===== config.mk =====
export PLATFORM = sky130hd
export DESIGN_NAME = iir_controller_saturating
export DESIGN_NICKNAME = d
export VERILOG_FILES = /design/src/hdl/iirc_pkg.sv /design/src/hdl/iirc_tap_cell.sv /design/src/hdl/iirc_drive_clamp.sv /design/src/hdl/iir_controller_saturating.sv
export SDC_FILE = /design/constraint.sdc
export NUM_CORES = 2
export LEC_CHECK = 0
export BUFFER_PORTS_ARGS = -buffer_cell sky130_fd_sc_hd__clkbuf_2
export CAP_MARGIN = 20
export CORE_MARGIN = 2
export CORE_UTILIZATION = 50
export CTS_CLUSTER_DIAMETER = 100
export DETAILED_ROUTE_END_ITERATION = 10
export PLACE_DENSITY_LB_ADDON = 0.05
export REMOVE_ABC_BUFFERS = 1
export SLEW_MARGIN = 20
export SYNTH_ARGS = -nofsm -noshare
export SYNTH_HDL_FRONTEND = slang
export SYNTH_SLANG_ARGS = --single-unit

===== constraint.sdc =====
create_clock -name clock -period 23.7 [get_ports clock]
set_input_delay 2.37 -clock clock [delete_from_list [all_inputs] [get_ports clock]]
set_output_delay 2.37 -clock clock [all_outputs]
set_load 0.005 [all_outputs]

===== src/hdl/iirc_pkg.sv =====
// Shared types and constants of the saturating transfer-function controller.
// No dependencies; every other file of the block imports this package.
`default_nettype none

package iirc_pkg;

   localparam int ORDER_DEFAULT     = 3;
   localparam int COEF_FRAC_DEFAULT = 12;

   localparam int DATA_W = 16;   // error, drive and coefficient width
   localparam int PROD_W = 32;   // full 16x16 signed product
   localparam int CSR_AW = 5;    // byte address of seven 32-bit registers
   localparam int CSR_DW = 32;

   // Request kinds
   localparam logic KIND_SAMPLE = 1'b0;
   localparam logic KIND_CLEAR  = 1'b1;

   // Register indexes (byte address / 4)
   typedef enum logic [2:0] {
      REG_NUM_COEF0  = 3'd0,
      REG_NUM_COEF1  = 3'd1,
      REG_NUM_COEF2  = 3'd2,
      REG_DEN_COEF1  = 3'd3,
      REG_DEN_COEF2  = 3'd4,
      REG_DRIVE_LOW  = 3'd5,
      REG_DRIVE_HIGH = 3'd6,
      REG_NONE       = 3'd7
   } reg_index_type;

   // Per-cell control, issued by the sequencer in the top level
   typedef struct packed {
      logic clear;      // zero both histories
      logic shift_err;  // take error from the left neighbour
      logic shift_drv;  // take drive from the left neighbour
      logic mul;        // register both tap products
      logic sum;        // pass partial sum to the right
   } cell_ctrl_type;

endpackage

`default_nettype wire


===== src/hdl/iirc_tap_cell.sv =====
// One tap of the controller chain: error and drive history plus its products.
// Depends on iirc_pkg for widths and the cell control struct.
`default_nettype none

module iirc_tap_cell
   import iirc_pkg::*;
#(
   parameter int ACC_W = PROD_W + ORDER_DEFAULT
) (
   input  wire logic                     clock,
   input  wire logic                     reset,
   input  wire cell_ctrl_type            ctrl,
   input  wire logic signed [DATA_W-1:0] err_in,
   input  wire logic signed [DATA_W-1:0] drv_in,
   input  wire logic signed [DATA_W-1:0] num_coef,
   input  wire logic signed [DATA_W-1:0] den_coef,
   input  wire logic signed [ACC_W-1:0]  psum_in,
   output logic signed [DATA_W-1:0]      err_out,
   output logic signed [DATA_W-1:0]      drv_out,
   output logic signed [ACC_W-1:0]       psum_out
);

   logic signed [DATA_W-1:0] err_ff, err_in_d;
   logic signed [DATA_W-1:0] drv_ff, drv_in_d;
   logic signed [PROD_W-1:0] pnum_ff, pnum_in;
   logic signed [PROD_W-1:0] pden_ff, pden_in;
   logic signed [ACC_W-1:0]  psum_ff, psum_in_d;

   always_comb begin
      err_in_d  = err_ff;
      drv_in_d  = drv_ff;
      if (ctrl.clear) begin
         err_in_d = '0;
         drv_in_d = '0;
      end else begin
         if (ctrl.shift_err) err_in_d = err_in;
         if (ctrl.shift_drv) drv_in_d = drv_in;
      end
      pnum_in   = ctrl.mul ? PROD_W'(num_coef * err_ff) : pnum_ff;
      pden_in   = ctrl.mul ? PROD_W'(den_coef * drv_ff) : pden_ff;
      psum_in_d = ctrl.sum ? (psum_in + ACC_W'(pnum_ff) - ACC_W'(pden_ff)) : psum_ff;
   end

   always_ff @(posedge clock) begin
      if (reset) begin
         err_ff <= '0;
         drv_ff <= '0;
      end else begin
         err_ff <= err_in_d;
         drv_ff <= drv_in_d;
      end
   end

   // Products and partial sums carry no reset
   always_ff @(posedge clock) begin
      pnum_ff <= pnum_in;
      pden_ff <= pden_in;
      psum_ff <= psum_in_d;
   end

   assign err_out  = err_ff;
   assign drv_out  = drv_ff;
   assign psum_out = psum_ff;

endmodule

`default_nettype wire


===== src/hdl/iirc_drive_clamp.sv =====
// Scales the accumulated sum back to drive units and clamps it to the limits.
// Depends on iirc_pkg for the data width.
`default_nettype none

module iirc_drive_clamp
   import iirc_pkg::*;
#(
   parameter int ACC_W     = PROD_W + ORDER_DEFAULT,
   parameter int FRAC_BITS = COEF_FRAC_DEFAULT
) (
   input  wire logic signed [ACC_W-1:0]  acc,
   input  wire logic signed [DATA_W-1:0] drive_low,
   input  wire logic signed [DATA_W-1:0] drive_high,
   output logic signed [DATA_W-1:0]      drive
);

   logic signed [ACC_W-1:0] scaled;
   logic signed [ACC_W-1:0] low_x;
   logic signed [ACC_W-1:0] high_x;
   logic signed [ACC_W-1:0] limited;

   always_comb begin
      scaled  = acc >>> FRAC_BITS;   // floor towards minus infinity
      low_x   = ACC_W'(drive_low);
      high_x  = ACC_W'(drive_high);
      limited = scaled;
      // upper limit first, lower limit wins when the limits are inverted
      if (limited > high_x) limited = high_x;
      if (limited < low_x)  limited = low_x;
      drive   = limited[DATA_W-1:0];
   end

endmodule

`default_nettype wire


===== src/hdl/iir_controller_saturating.sv =====
// Top level of the saturating transfer-function controller: register file,
// sequencer, chain of tap cells and output register. Uses iirc_pkg,
// iirc_tap_cell and iirc_drive_clamp.
//
//   channel   direction  handshake           payload
//   req       in         req_valid/req_stall req_kind, req_error_in
//   rsp       out        rsp_valid/rsp_stall rsp_drive_out
//   csr       in/out     psel/penable/pready paddr, pwrite, pwdata, prdata
//
// A control sample passes these steps after acceptance: shift, multiply in
// every cell, let the partial sum ripple down the chain of cells, then
// scale and clamp. A clear request goes straight to its result.
// Reset zeroes both histories and loads
// the reset register values. A stalled result sits in the output register
// while the next request is taken; only the final write waits for it.
`default_nettype none

module iir_controller_saturating
   import iirc_pkg::*;
#(
   parameter int ORDER          = ORDER_DEFAULT,
   parameter int COEF_FRAC_BITS = COEF_FRAC_DEFAULT
) (
   input  wire logic                     clock,
   input  wire logic                     reset,
   // request channel
   input  wire logic                     req_valid,
   output logic                          req_stall,
   input  wire logic                     req_kind,
   input  wire logic signed [DATA_W-1:0] req_error_in,
   // result channel
   output logic                          rsp_valid,
   input  wire logic                     rsp_stall,
   output logic signed [DATA_W-1:0]      rsp_drive_out,
   // configuration port
   input  wire logic                     psel,
   input  wire logic                     penable,
   input  wire logic                     pwrite,
   input  wire logic [CSR_AW-1:0]        paddr,
   input  wire logic [CSR_DW-1:0]        pwdata,
   output logic [CSR_DW-1:0]             prdata,
   output logic                          pready
);

   localparam int ACC_W = PROD_W + ORDER;          // headroom for 2*ORDER-1 products
   localparam int CNT_W = $clog2(ORDER) + 1;

   typedef enum logic [3:0] {
      ST_IDLE = 4'b0001,
      ST_MUL  = 4'b0010,
      ST_SUM  = 4'b0100,
      ST_DONE = 4'b1000
   } state_type;

   // ---------------------------------------------------------------------
   // Configuration registers
   // ---------------------------------------------------------------------
   logic signed [DATA_W-1:0] num0_ff, num1_ff, num2_ff, den1_ff, den2_ff;
   logic signed [DATA_W-1:0] low_ff, high_ff;
   reg_index_type            csr_index;
   logic                     csr_write;

   assign pready    = 1'b1;
   assign csr_index = reg_index_type'(paddr[CSR_AW-1:2]);
   assign csr_write = psel && penable && pwrite && pready;

   always_ff @(posedge clock) begin
      if (reset) begin
         num0_ff <= '0;
         num1_ff <= '0;
         num2_ff <= '0;
         den1_ff <= '0;
         den2_ff <= '0;
         low_ff  <= 16'sh8000;
         high_ff <= 16'sh7FFF;
      end else if (csr_write) begin
         unique case (csr_index)
            REG_NUM_COEF0:  num0_ff <= pwdata[DATA_W-1:0];
            REG_NUM_COEF1:  num1_ff <= pwdata[DATA_W-1:0];
            REG_NUM_COEF2:  num2_ff <= pwdata[DATA_W-1:0];
            REG_DEN_COEF1:  den1_ff <= pwdata[DATA_W-1:0];
            REG_DEN_COEF2:  den2_ff <= pwdata[DATA_W-1:0];
            REG_DRIVE_LOW:  low_ff  <= pwdata[DATA_W-1:0];
            REG_DRIVE_HIGH: high_ff <= pwdata[DATA_W-1:0];
            default: ;      // drop writes beyond the register list
         endcase
      end
   end

   // Read back sign-extended
   always_comb begin
      unique case (csr_index)
         REG_NUM_COEF0:  prdata = CSR_DW'(num0_ff);
         REG_NUM_COEF1:  prdata = CSR_DW'(num1_ff);
         REG_NUM_COEF2:  prdata = CSR_DW'(num2_ff);
         REG_DEN_COEF1:  prdata = CSR_DW'(den1_ff);
         REG_DEN_COEF2:  prdata = CSR_DW'(den2_ff);
         REG_DRIVE_LOW:  prdata = CSR_DW'(low_ff);
         REG_DRIVE_HIGH: prdata = CSR_DW'(high_ff);
         default:        prdata = '0;
      endcase
   end

   // ---------------------------------------------------------------------
   // Sequencer
   // ---------------------------------------------------------------------
   state_type        state_ff, state_in;
   logic [CNT_W-1:0] cnt_ff, cnt_in;
   logic             clear_ff, clear_in;
   logic             rsp_valid_ff, rsp_valid_in;
   logic signed [DATA_W-1:0] rsp_drive_ff, rsp_drive_in;
   logic             req_accept;
   logic             out_free;
   logic             finish;
   logic signed [DATA_W-1:0] drive_new;
   logic             do_clear, do_shift, do_mul, do_sum, do_load;

   // The histories are busy until the current request has written its drive
   assign req_stall  = (state_ff != ST_IDLE);
   assign req_accept = req_valid && !req_stall;
   assign out_free   = !rsp_valid_ff || !rsp_stall;
   assign finish     = (state_ff == ST_DONE) && out_free;

   assign do_clear = req_accept && (req_kind == KIND_CLEAR);
   assign do_shift = req_accept && (req_kind == KIND_SAMPLE);
   assign do_mul   = (state_ff == ST_MUL);
   assign do_sum   = (state_ff == ST_SUM);
   assign do_load  = finish && !clear_ff;

   always_comb begin
      state_in = state_ff;
      cnt_in   = cnt_ff;
      clear_in = clear_ff;
      unique case (state_ff)
         ST_IDLE: begin
            if (req_accept) begin
               clear_in = (req_kind == KIND_CLEAR);
               state_in = (req_kind == KIND_CLEAR) ? ST_DONE : ST_MUL;
            end
         end
         ST_MUL: begin
            cnt_in   = '0;
            state_in = ST_SUM;
         end
         ST_SUM: begin
            // advance the partial sum one cell per cycle
            cnt_in = cnt_ff + 1'b1;
            if (cnt_ff == CNT_W'(ORDER - 1)) state_in = ST_DONE;
         end
         ST_DONE: begin
            if (out_free) state_in = ST_IDLE;   // hold while the result waits
         end
         default: state_in = ST_IDLE;
      endcase
   end

   always_comb begin
      rsp_valid_in = rsp_valid_ff;
      rsp_drive_in = rsp_drive_ff;
      if (finish) begin
         rsp_valid_in = 1'b1;
         rsp_drive_in = clear_ff ? '0 : drive_new;
      end else if (rsp_valid_ff && !rsp_stall) begin
         rsp_valid_in = 1'b0;
      end
   end

   always_ff @(posedge clock) begin
      if (reset) begin
         state_ff     <= ST_IDLE;
         cnt_ff       <= '0;
         clear_ff     <= 1'b0;
         rsp_valid_ff <= 1'b0;
      end else begin
         state_ff     <= state_in;
         cnt_ff       <= cnt_in;
         clear_ff     <= clear_in;
         rsp_valid_ff <= rsp_valid_in;
      end
   end

   always_ff @(posedge clock) begin
      rsp_drive_ff <= rsp_drive_in;
   end

   assign rsp_valid     = rsp_valid_ff;
   assign rsp_drive_out = rsp_drive_ff;

   // ---------------------------------------------------------------------
   // Chain of tap cells: cell k holds e[k] and u[k]
   // ---------------------------------------------------------------------
   logic signed [DATA_W-1:0] err_link  [ORDER];
   logic signed [DATA_W-1:0] drv_link  [ORDER];
   logic signed [ACC_W-1:0]  psum_link [ORDER];

   for (genvar k = 0; k < ORDER; k++) begin : g_cell
      cell_ctrl_type            ctrl;
      logic signed [DATA_W-1:0] e_src, u_src, n_coef, d_coef;
      logic signed [ACC_W-1:0]  p_src;

      if (k == 0) begin : g_head
         // newest error enters here; the newest drive arrives at the end
         assign e_src  = req_error_in;
         assign u_src  = drive_new;
         assign p_src  = '0;
         assign n_coef = num0_ff;
         assign d_coef = '0;   // newest drive takes no part in its own sum
         assign ctrl   = '{clear: do_clear, shift_err: do_shift, shift_drv: do_load,
                           mul: do_mul, sum: do_sum};
      end else begin : g_tail
         assign e_src  = err_link[k-1];
         assign u_src  = drv_link[k-1];
         assign p_src  = psum_link[k-1];
         assign n_coef = (k == 1) ? num1_ff : num2_ff;
         assign d_coef = (k == 1) ? den1_ff : den2_ff;
         assign ctrl   = '{clear: do_clear, shift_err: do_shift, shift_drv: do_shift,
                           mul: do_mul, sum: do_sum};
      end

      iirc_tap_cell #(
         .ACC_W (ACC_W)
      ) u_cell (
         .clock    (clock),
         .reset    (reset),
         .ctrl     (ctrl),
         .err_in   (e_src),
         .drv_in   (u_src),
         .num_coef (n_coef),
         .den_coef (d_coef),
         .psum_in  (p_src),
         .err_out  (err_link[k]),
         .drv_out  (drv_link[k]),
         .psum_out (psum_link[k])
      );
   end

   // ---------------------------------------------------------------------
   // Scale and clamp the sum leaving the last cell
   // ---------------------------------------------------------------------
   iirc_drive_clamp #(
      .ACC_W     (ACC_W),
      .FRAC_BITS (COEF_FRAC_BITS)
   ) u_clamp (
      .acc        (psum_link[ORDER-1]),
      .drive_low  (low_ff),
      .drive_high (high_ff),
      .drive      (drive_new)
   );

endmodule

`default_nettype wire

# Yosys cells after proc, flatten, opt, wreduce, memory -nomap -nowiden

Index checks and enable logic that the tools add are counted.

Register bits after elaboration: 495
Input port bits: 61
Output and inout port bits: 51

Add/subtract/negate cells: 5
$mul: 5
Magnitude comparators: 2
Eq/ne operators: 15
Mux-type cells: 11
Bitwise gates (word level): 1
Reductions and logical operators: 26

Operators with widths:

| operator                                            | count |
|---|---|
| one-hot mux 32 bit (7 select lines)                 | 1 |
| multiplier 16 x 16 -> 32 bit                        | 5 |
| adder 35 x 32 -> 35 bit                             | 1 |
| < comparator 35 x 16 -> 1 bit                       | 1 |
| 2-to-1 mux 35 bit                                   | 1 |
| subtractor 35 x 32 -> 35 bit                        | 1 |
| subtractor 33 x 32 -> 34 bit                        | 1 |
| adder 32 x 32 -> 33 bit                             | 1 |
| > comparator 23 x 16 -> 1 bit                       | 1 |
| 2-to-1 mux 16 bit                                   | 1 |
| 2-to-1 mux 4 bit                                    | 4 |
| one-hot mux 4 bit (4 select lines)                  | 1 |
| AND reduction 2 bit                                 | 8 |
| equality test 3 x 2 -> 1 bit, second input constant | 3 |
| equality test 3 bit, second input constant          | 3 |
| logical AND 1 bit                                   | 8 |
| one-hot mux 3 bit (2 select lines)                  | 1 |
| equality test 4 x 1 -> 1 bit, second input constant | 1 |
| equality test 4 x 2 -> 1 bit, second input constant | 1 |
| equality test 4 x 3 -> 1 bit, second input constant | 1 |
| equality test 4 bit, second input constant          | 1 |
| zero test 1 bit                                     | 4 |
| != test 2 bit, second input constant                | 2 |
| != test 4 x 1 -> 1 bit, second input constant       | 1 |
| other kinds (10)                                    | 12 |

# Depth between registers and ports, before layout

Word-level depth: 5
Gate-level depth with buffers: 25
Gate-level depth less buffers: 23

# Cells and area by module

A second synthesis with hierarchy kept.

Cell total of the unflattened synthesis: 9251
Area total of the unflattened synthesis: 87456.4 µm²

Modules (own cells, without submodules):

| module                           | instances | cells an instance | area an instance (µm²) | seq. area each (µm²) |
|---|---|---|---|---|
| iirc_tap_cell (g_cell[0].u_cell) | 1         | 2795              | 26641.8                | 3613.5 |
| iirc_tap_cell (g_cell[1].u_cell) | 1         | 2769              | 26522.9                | 3613.5 |
| iirc_tap_cell (g_cell[2].u_cell) | 1         | 2751              | 26441.6                | 3613.5 |
| iir_controller_saturating        | 1         | 727               | 6142.1                 | 2902.8 |
| iirc_drive_clamp                 | 1         | 209               | 1707.9                 | 0.0 |

# Worst setup path after synthesis

No wires, ideal clock.

Path kind: flip-flop to flip-flop
Start: reg state_ff[1]
End: reg state_ff[0]
Setup time: 0.759 ns
Data arrival time: 17.794 ns
Data required time: 22.941 ns
Slack: 5.147 ns
Cell stages (with the launch flop): 3
Path buffers: 0
Clock period less this slack: 18.553 ns
Cell sequence: dfxtp_1 -> nor4b_1 -> o31ai_1

Cells in the longest elaborated chain, start to end: 5

Ends and longest elaborated chain:

| item                                 | RTL line                         | source |
|---|---|---|
| start: declaration                   | iir_controller_saturating.sv:107 | `state_type state_ff, state_in;` |
| start signal: assignment             | iir_controller_saturating.sv:175 | `state_ff <= state_in;` |
| != test 4 x 1 -> 1 bit               | iir_controller_saturating.sv:119 | `assign req_stall = (state_ff != ST_IDLE);` |
| zero test 1 bit                      | iir_controller_saturating.sv:120 | `assign req_accept = req_valid && !req_stall;` |
| logical AND 1 bit                    | iir_controller_saturating.sv:120 |  |
| != test 2 bit (no source line)       | n/a                              |  |
| AND reduction 3 bit (no source line) | n/a                              |  |

Several ways; a longest one is shown, not always the timed one.
A chain may end at the register's enable or synchronous reset.

# Worst setup path after layout

Start: reg num1_ff[10], in the netlist g_cell[1].n_coef[10]
End: reg g_cell[1].u_cell.pnum_ff[30], data pin

Cells in the longest elaborated chain, start to end: 1

Ends and longest elaborated chain:

| item                         | RTL line                        | source |
|---|---|---|
| start: declaration           | iir_controller_saturating.sv:58 | `logic signed [DATA_W-1:0] num0_ff, num1_ff, num2_ff, den1_ff, den2_ff;` |
| start signal: assignment     | iir_controller_saturating.sv:79 | `REG_NUM_COEF1: num1_ff <= pwdata[DATA_W-1:0];` |
| multiplier 16 x 16 -> 32 bit | iirc_tap_cell.sv:39             | `pnum_in = ctrl.mul ? PROD_W'(num_coef * err_ff) : pnum_ff;` |
| end signal: assignment       | iirc_tap_cell.sv:56             | `pnum_ff <= pnum_in;` |
| end: declaration             | iirc_tap_cell.sv:25             | `logic signed [PROD_W-1:0] pnum_ff, pnum_in;` |

No other way between the ends.

==> flow_summary.json <==
{
  "status": "finished clean",
  "viasPerCell": 5.29,
  "rr_endpoint": "g_cell[1].u_cell.pnum_ff[30]",
  "grt_pass1_vias": 54200,
  "path_clk_slew_ns": 0.06,
  "synthTopCellsByCount": "inv_1 (1742), fa_1 (1375), nand2_1 (1065), and2_1 (625), ha_1 (525)",
  "dr.pass1.iters": 6,
  "synth.area.top_cells": "fa_1 (38%), edfxtp_1 (11%), ha_1 (9.1%)",
  "cts-root-buf": "clkbuf_16",
  "fin_tns_setup_ns": 0,
  "min_to": "g_cell[0].u_cell.psum_out[4]",
  "hold_path_class": "register to register",
  "required_ns": 24.03,
  "insertion_delay_ns": 0.66,
  "dpl_worst_slack_ns": 16.40,
  "ys_seq_elements": 482,
  "cts_buffer_depth": 3,
  "slowest_stage": "dfxtp_1",
  "rows": 139,
  "htreeDepth": 2,
  "ys_seq_area_frac": 0.171,
  "cts_sinks": 482,
  "grt_max_degree": 87,
  "yosys.area.top_type": "fa_1",
  "fp.dieW_um": 384,
  "avgSynthCellArea_um2": 9.40,
  "wire_per_inst_um": 19.5,
  "netlist.area_leader.share": 0.382,
  "min_period_ns": 7.34,
  "setup_viol": 0,
  "wl_um": 186000,
  "num_vias": 50600,
  "die_h_um": 384,
  "nets": 9562,
  "area_growth_pct": 5.78,
  "gp_congestion": 0.890,
  "period_share": 0.310,
  "r2r-start": "g_cell[1].n_coef[10]",
  "seq_area_um2": 12300,
  "hold_viol": 0,
  "grt_pass1_wl_um": 303000,
  "hp-start": "g_cell[0].u_cell.pnum_ff[4]",
  "placement.io_buffers": 92,
  "cts_repair_resize_count": 0,
  "slew_violations": 0,
  "drt-initial-drc-count": 3208,
  "io-pin-count": 112,
  "drc": 0,
  "numCtsBuffers": 59,
  "antenna_found_initial": 4,
  "slew_headroom": 0.255,
  "start_util": 0.503,
  "fmax_mhz": 136,
  "ir_worst_vdd_mv": 0.0636,
  "max_stage_delay_ns": 0.97,
  "yosys_most_used_dff": "edfxtp_1",
  "multi_input_area_um2": 52100,
  "startpoint_type": "register",
  "cts_tree": "done",
  "holdPathStages": 0,
  "place_hpwl_um": 151000,
  "worstPathMaxFanout": 18,
  "path_cells": "nand2_1 -> fa_1 -> fa_1 -> fa_1 -> inv_1 -> fa_1 -> fa_1 -> inv_1 -> fa_1 -> inv_1 -> ha_1 -> nand3_1 -> o21ai_0 -> a21oi_1 -> o311ai_0 -> a31o_2 -> a21oi_1 -> xnor2_1",
  "cap_violations": 0,
  "synth.distinct_cells": 80,
  "layout-drive-gt1-share": 0.0461,
  "grtUsageTotal": 0.266,
  "worstMarginPinSlew_ns": 1.12,
  "ant_nets": 0,
  "leakagePower_nw": 38.1,
  "finClkSkew_ns": 0.0346,
  "power_density_nw_per_um2": 25.6,
  "synth_edf_count": 265,
  "power.total_mw": 1.96,
  "synthCells": 7671,
  "synthArstFlopShare": 0,
  "setup_ws_ns": 16.36,
  "critPathKind": "register to register",
  "core_um2": 143000,
  "rsz0062_at_grt": "no",
  "critPathCaptureType": "register",
  "cp.arrival_ns": 7.67,
  "dieArea_um2": 147000,
  "rrSetupSlack_ns": 16.36,
  "ctsHoldBuffers": 0,
  "reg2reg_depth": 18,
  "cts_setup_buffers": 0,
  "crit_top_cell": "fa_1",
  "n_fill_cell": 13500,
  "syn_area_um2": 72100,
  "yosysMostFrequentCell": "inv_1",
  "ys_warn_count": 0,
  "gr-total-overflow": 0
}
==> worst max-delay path by stage <==
| stage | start | end | slack (ns) | depth (start not counted) |
|---|---|---|---|---|
| after CTS | g_cell[1].n_coef[10] | g_cell[1].u_cell.pnum_ff[30] | 16.33 | 18 |
| after detailed placement | g_cell[1].n_coef[10] | g_cell[1].u_cell.pnum_ff[30] | 16.40 | 18 |
| after floorplan | state_ff[1] | state_ff[0] | 5.15 | 2 |
| after global routing | g_cell[1].n_coef[10] | g_cell[1].u_cell.pnum_ff[30] | 15.93 | 18 |
| final | g_cell[1].n_coef[10] | g_cell[1].u_cell.pnum_ff[30] | 16.36 | 18 |
| after global placement | g_cell[1].n_coef[10] | g_cell[1].u_cell.pnum_ff[30] | 16.36 | 18 |
==> layer usage <==
metal  vias up  track usage  share of wire
met3       211       0.0372          0.056
met4         0       0.0707          0.028
met2      1120        0.450           0.49
li1      23100            -              -
met5         -            0              0
met1     26100        0.361           0.43
==> area by class of cell <==
cell class,count,share of cell area
Clock buffer,75,0.0212
Antenna cell,3,0.0000984
Clock inverter,34,0.00377
Inverter,1742,0.0857
Tap cell,1903,0.0312
Sequential cell,482,0.161
Timing Repair Buffer,167,0.0134
Multi-Input combinational cell,5149,0.683
==> cell usage in the layout (no fill, tap or decap), types with 47 or more instances in the layout <==
master | Yosys | routed
nor3_1 | 47 | 47
a21oi_1 | 336 | 335
clkbuf_16 | 0 | 62
ha_1 | 525 | 525
clkbuf_2 | 0 | 91
buf_4 | 18 | 76
and2_1 | 625 | 625
inv_1 | 1742 | 1741
dfxtp_1 | 217 | 217
nand2_1 | 1065 | 1065
a21o_1 | 66 | 66
nor2_1 | 239 | 233
xnor2_1 | 167 | 167
o21ai_0 | 116 | 116
fa_1 | 1375 | 1375
edfxtp_1 | 265 | 265
xor2_1 | 54 | 54
==> sequential cells by signal, summed over array words and instances, names as in the netlist, 3 cells and up <==
| register | cells |
|---|---|
| g_cell.u_cell.err_out | 48 |
| state_ff | 4 |
| high_ff | 16 |
| g_cell.u_cell.drv_out | 48 |
| rsp_drive_out | 16 |
| g_cell.u_cell.psum_out | 89 |
| g_cell.n_coef | 48 |
| g_cell.u_cell.pden_ff | 64 |
| cnt_ff | 3 |
| g_cell.u_cell.pnum_ff | 96 |
| den1_ff | 16 |
| den2_ff | 16 |
| low_ff | 16 |
==> critical path: cells and delay by family, from the launching register on <==
| kind | cells | cell delay (ns) |
|---|---|---|
| compound gates | 5 | 1.58 |
| xor+xnor | 1 | 0.60 |
| fa+ha+maj | 7 | 3.42 |
| buf+inv | 3 | 0.15 |
| flops | 1 | 0.97 |
| simple gates | 2 | 0.28 |
==> through the flow <==
stage               hold WS (ns)  instance area [µm²]  instances  utilization
finish                     0.410                76300       9555        0.532
global placement           0.401                74400       9442        0.519
global route               0.409                76300       9552        0.532
detailed placement         0.405                74400       9443        0.519
CTS                        0.403                76300       9552        0.532
floorplan                  0.400                70900       7373            -
==> where the power goes <==
| group | switching, mW | internal [mW] |
|---|---|---|
| sequential | 0.0186 | 0.889 |
| clock | 0.390 | 0.510 |
| combinational | 0.101 | 0.0475 |
| total | 0.510 | 1.45 |
==> cell families (layout without fill, tap and decap cells) <==
group	after synthesis	after routing	synth area share
mux	72	72	0.0122
fa+ha+maj	1900	1900	0.473
flops	482	482	0.171
simple gates	2183	2183	0.144
other cells	1	4	0.0000520
xor+xnor	221	221	0.0268
compound gates	772	772	0.0666
buf+inv	2040	2018	0.107
(Power assumes the default switching activity.)
